`src/sv/spq_pkg.sv`:
```
// Shared types and codes for the sorted priority queue.
package spq_pkg;

	localparam logic CMD_INSERT = 1'b0;
	localparam logic CMD_REMOVE = 1'b1;

	localparam logic [1:0] ST_OK    = 2'd0;
	localparam logic [1:0] ST_EMPTY = 2'd1;
	localparam logic [1:0] ST_FULL  = 2'd2;

	typedef struct packed {
		logic        command;
		logic [31:0] item;
		logic [15:0] priority_req;
	} req_t;

	typedef struct packed {
		logic [31:0] out_item;
		logic [15:0] out_priority;
		logic [1:0]  status;
		logic        is_empty;
	} rsp_t;

	// operation broadcast to every cell
	typedef struct packed {
		logic        exec;
		logic        cmd;
		logic [31:0] item;
		logic [15:0] prio;
	} op_t;

	// what one cell shows its neighbors
	typedef struct packed {
		logic        valid;
		logic        shift;
		logic [31:0] item;
		logic [15:0] prio;
	} link_t;

endpackage

```
`src/sv/spq_cell.sv`:
```
// One storage cell of the sorted chain.
module spq_cell
	import spq_pkg::*;
(
	input  logic  clk,
	input  logic  arst_n,
	input  op_t   op,
	input  link_t left,
	input  link_t right,
	output link_t self
);

	logic        valid_q;
	logic [31:0] item_q;
	logic [15:0] prio_q;
	logic        load;
	logic        valid_d;
	logic [31:0] item_d;
	logic [15:0] prio_d;
	logic        yields;

	// new entry belongs at or before this cell
	assign yields = !valid_q || (prio_q <= op.prio);

	always_comb begin
		load    = 1'b0;
		valid_d = valid_q;
		item_d  = item_q;
		prio_d  = prio_q;
		if (op.exec) begin
			if (op.cmd == CMD_REMOVE) begin
				load    = 1'b1;
				valid_d = right.valid;
				item_d  = right.item;
				prio_d  = right.prio;
			end else if (left.shift) begin
				load    = 1'b1;
				valid_d = left.valid;
				item_d  = left.item;
				prio_d  = left.prio;
			end else if (left.valid && yields) begin
				load    = 1'b1;
				valid_d = 1'b1;
				item_d  = op.item;
				prio_d  = op.prio;
			end
		end
	end

	always_ff @(posedge clk or negedge arst_n) begin
		if (!arst_n) begin
			valid_q <= 1'b0;
		end else if (load) begin
			valid_q <= valid_d;
		end
	end

	always_ff @(posedge clk) begin
		if (load) begin
			item_q <= item_d;
			prio_q <= prio_d;
		end
	end

	assign self.valid = valid_q;
	assign self.shift = valid_q && (prio_q <= op.prio);
	assign self.item  = item_q;
	assign self.prio  = prio_q;

endmodule

```
`config.mk`:
```
export PLATFORM = sky130hd
export DESIGN_NAME = spq_cell
export DESIGN_NICKNAME = d
export VERILOG_FILES = /design/src/sv/spq_pkg.sv /design/src/sv/spq_cell.sv
export SDC_FILE = /design/constraint.sdc
export NUM_CORES = 1
export LEC_CHECK = 0
export ABC_AREA = 1
export BUFFER_PORTS_ARGS = -buffer_cell sky130_fd_sc_hd__buf_2
export CAP_MARGIN = 20
export CORE_MARGIN = 2
export CORE_UTILIZATION = 38
export CTS_CLUSTER_DIAMETER = 120
export CTS_CLUSTER_SIZE = 14
export DETAILED_ROUTE_END_ITERATION = 8
export PLACE_DENSITY = 0.86
export SYNTH_ARGS = -nofsm -noshare
export SYNTH_HDL_FRONTEND = slang
export SYNTH_SLANG_ARGS = --single-unit
export TNS_END_PERCENT = 20
```
`constraint.sdc`:
```
create_clock -name clk -period 2.5 [get_ports clk]
set_input_delay 0.5 -clock clk [delete_from_list [all_inputs] [get_ports clk]]
set_output_delay 0.5 -clock clk [all_outputs]
set_load 0.03 [all_outputs]
```
==> results by group <==
Routing
  • Vias: 3198
  • Pre-antenna DRT Iters: 4
  • Detailed-route wire length: 8890 µm
  • DRT iter0 DRCs: 94
  • Drt drc: 0
  • Vias per inst: 4.98
  • Mean routed wirelength per cell: 13.8 µm
  • Antenna-violating nets left: 0

Logic synthesis
  • Top post-synthesis cells by count: 102 x a21oi_1, 75 x nand2_1, 52 x nor2_1
  • Dominant synthesized flop cell: edfxtp_1
  • Post-Syn Area: 2910 µm²
  • Synth Register Bits: 49
  • Share of Yosys cell area claimed by the top area cell type: 49.6%
  • Largest area contributor in the netlist: edfxtp_1
  • Post-Syn Nets: 520
  • Yosys Warn Count: 0
  • Post-synth EDFFs: 48
  • Top post-synthesis cells by area: edfxtp_1 50%, a21oi_1 18%, nand2_1 9.7%, ha_1 6.9%, nor2_1 6.7%
  • Synth unique cells: 17
  • Avg Inst Size Synth: 8.26 µm²
  • Most numerous cell in the Yosys netlist: a21oi_1
  • Ys async rst share: 2.04%
  • Mapped Cells: 352
  • Sequential fraction of the synthesis area: 50.4%

Clocking
  • Post-CTS setup buffer count: 0
  • CTS buffer count: 5
  • Clock sinks: 49
  • Root buffer cell: clkbuf_8
  • Clk pin slew, worst setup/hold paths: 0.09 ns
  • Worst-skew pair later-pin latency: 0.30 ns
  • CTS tree: built
  • H-tree depth: 2
  • Max clock buf depth: 2

Finish
  • Synth-to-Final Area Change: 41.1%
  • Fin cells: 642
  • Final Net Count: 710
  • Final Util: 56.0%
  • Fraction of layout instances using a drive strength above 1: 40.3%
  • Inserted Diodes: 0

Critical path
  • Required time worst endpoint: 2.00 ns
  • CP max FO: 3
  • CP startpoint kind: flip-flop
  • CP arrival: 1.83 ns
  • CP Capture Type: output port
  • Critical path class: reg -> out

STA
  • Unrepaired setup endpoints after global routing: false
  • Setup WS post-layout: 0.166 ns
  • Fin. Hold Viols: 0
  • Rel. slew slack: 41.5%
  • Worst-Margin Slew: 0.877 ns
  • Min Tclk post-route: 2.33 ns
  • Peak Freq: 429 MHz
  • Final setup fails: 0
  • Final slew viol count: 0
  • Worst Skew: 0.00932 ns
  • Tcrit/Tclk final: 93.3%

Pwr
  • Leak pwr: 2.03 nW
  • Peak supply drop: 228 µV
  • Pwr Density: 506 nW/µm²

GRT
  • Total grt overflow: 0
  • First-pass GRT wire length: 14000 µm
  • Global Route Usage Sum: 20.8%
  • Pin count of the biggest net entering global routing: 50
  • Vias in the first global route: 3127
  • Antenna violations before repair: 0

Floorplan
  • Row count: 31
  • Die Area: 8370 µm²
  • Die width: 91.5 µm
  • Core ar.: 7330 µm²
  • DIE HEIGHT: 91.5 µm
  • IO Count: 202
  • Initial Utilization: 39.7%

Place
  • DP HPWL: 6640 µm
  • RD Place Congestion: 0.892
  • I/O Buffers: 200
  • Pre-CTS setup slack: 0.180 ns
  • Placed insts: 633

Hold path
  • Worst min-delay path class: in -> reg

Job
  • Max-cap viol count: 0

Status
  • Status: completed
[through the flow]
stage	power, W	area [µm²]	hold slack (ns)	setup TNS, ns
finish	0.00208	4100	0.484	0
global route	0.00219	4100	0.479	0
CTS	0.00209	4100	0.470	0
detailed placement	0.00161	4000	0.276	0
global placement	0.00159	4000	0.278	0
floorplan	0.00137	2910	0.204	-4.16
[final cells by class]
class	instances	area, µm²
repair buffers	206	1080
flip-flops and latches	49	1470
well taps	99	124
clock buffers	8	90.1
fillers	654	3230
inverters	24	93.8
multi-input cells	256	1250
[registers in the layout, summed over array words and instances, names as in the netlist]
signal and count:
item_q 32, prio_q 16, valid_q 1
[cells by family after synthesis]
kind of cell,Yosys count,synth area share (%)
flops,49,50.4
fa+ha+maj,16,6.88
compound gates,106,18.4
buf+inv,47,6.54
simple gates,134,17.7
[layer usage]
metal  vias up  global-route usage (%)  routed length (µm)
met1      1451                    22.6                3470
met2       161                    39.0                4550
li1       1568                       -                   -
met4         0                    6.19                 151
met5         -                       0                   0
met3        18                    5.64                 720
[worst max-delay path, stage by stage, from the launching register on]
cell      delay, ns
edfxtp_1       0.41
ha_1           0.33
nand2_1        0.06
nor2_1         0.10
nand2_1        0.10
nor2_2         0.09
nand3_1        0.09
a21boi_1       0.17
buf_4          0.18
[layout by cell type, fill, tap and decap left out]
cell type	count
a21o_1	1
a21boi_1	1
nor2_2	3
nand2_1	74
ha_1	16
inv_2	3
edfxtp_1	48
inv_1	20
clkbuf_8	6
nand3_1	4
buf_4	4
dfrtp_1	1
buf_2	199
buf_12	2
a21oi_1	102
nor2_1	52
clkbuf_1	2
o21ai_0	2
clkinvlp_4	1
nand2_2	1
dlygate4sd3_1	1
[power breakdown]
| part | switching, W | internal (W) |
|---|---|---|
| Combinational | 0.000367 | 0.000223 |
| Sequential | 0.0000220 | 0.000983 |
| Clock | 0.000254 | 0.000226 |
| Total | 0.000643 | 0.00143 |
[what timing repair did]
item                       CTS  global route
gates resized for setup      0             2
setup endpoints to repair    0             1
hold buffers                 1             0
hold endpoints to repair     1             0
[path summary, 6_finish.rpt]
path / startpoint / cells past startpoint / slack, ns / end
worst max-delay path: prio_q[11] / 8 / 0.17 / self[48]
worst min-delay path: op[49] / 3 / 0.48 / valid_q
worst max register to register: prio_q[11] / 12 / 0.38 / item_q[17]
worst min register to register: valid_q / 2 / 0.56 / valid_q
max in group asynchronous: arst_n / 2 / 1.92 / valid_q
min in group asynchronous: arst_n / 2 / 0.50 / valid_q
(Power assumes the default switching activity.)
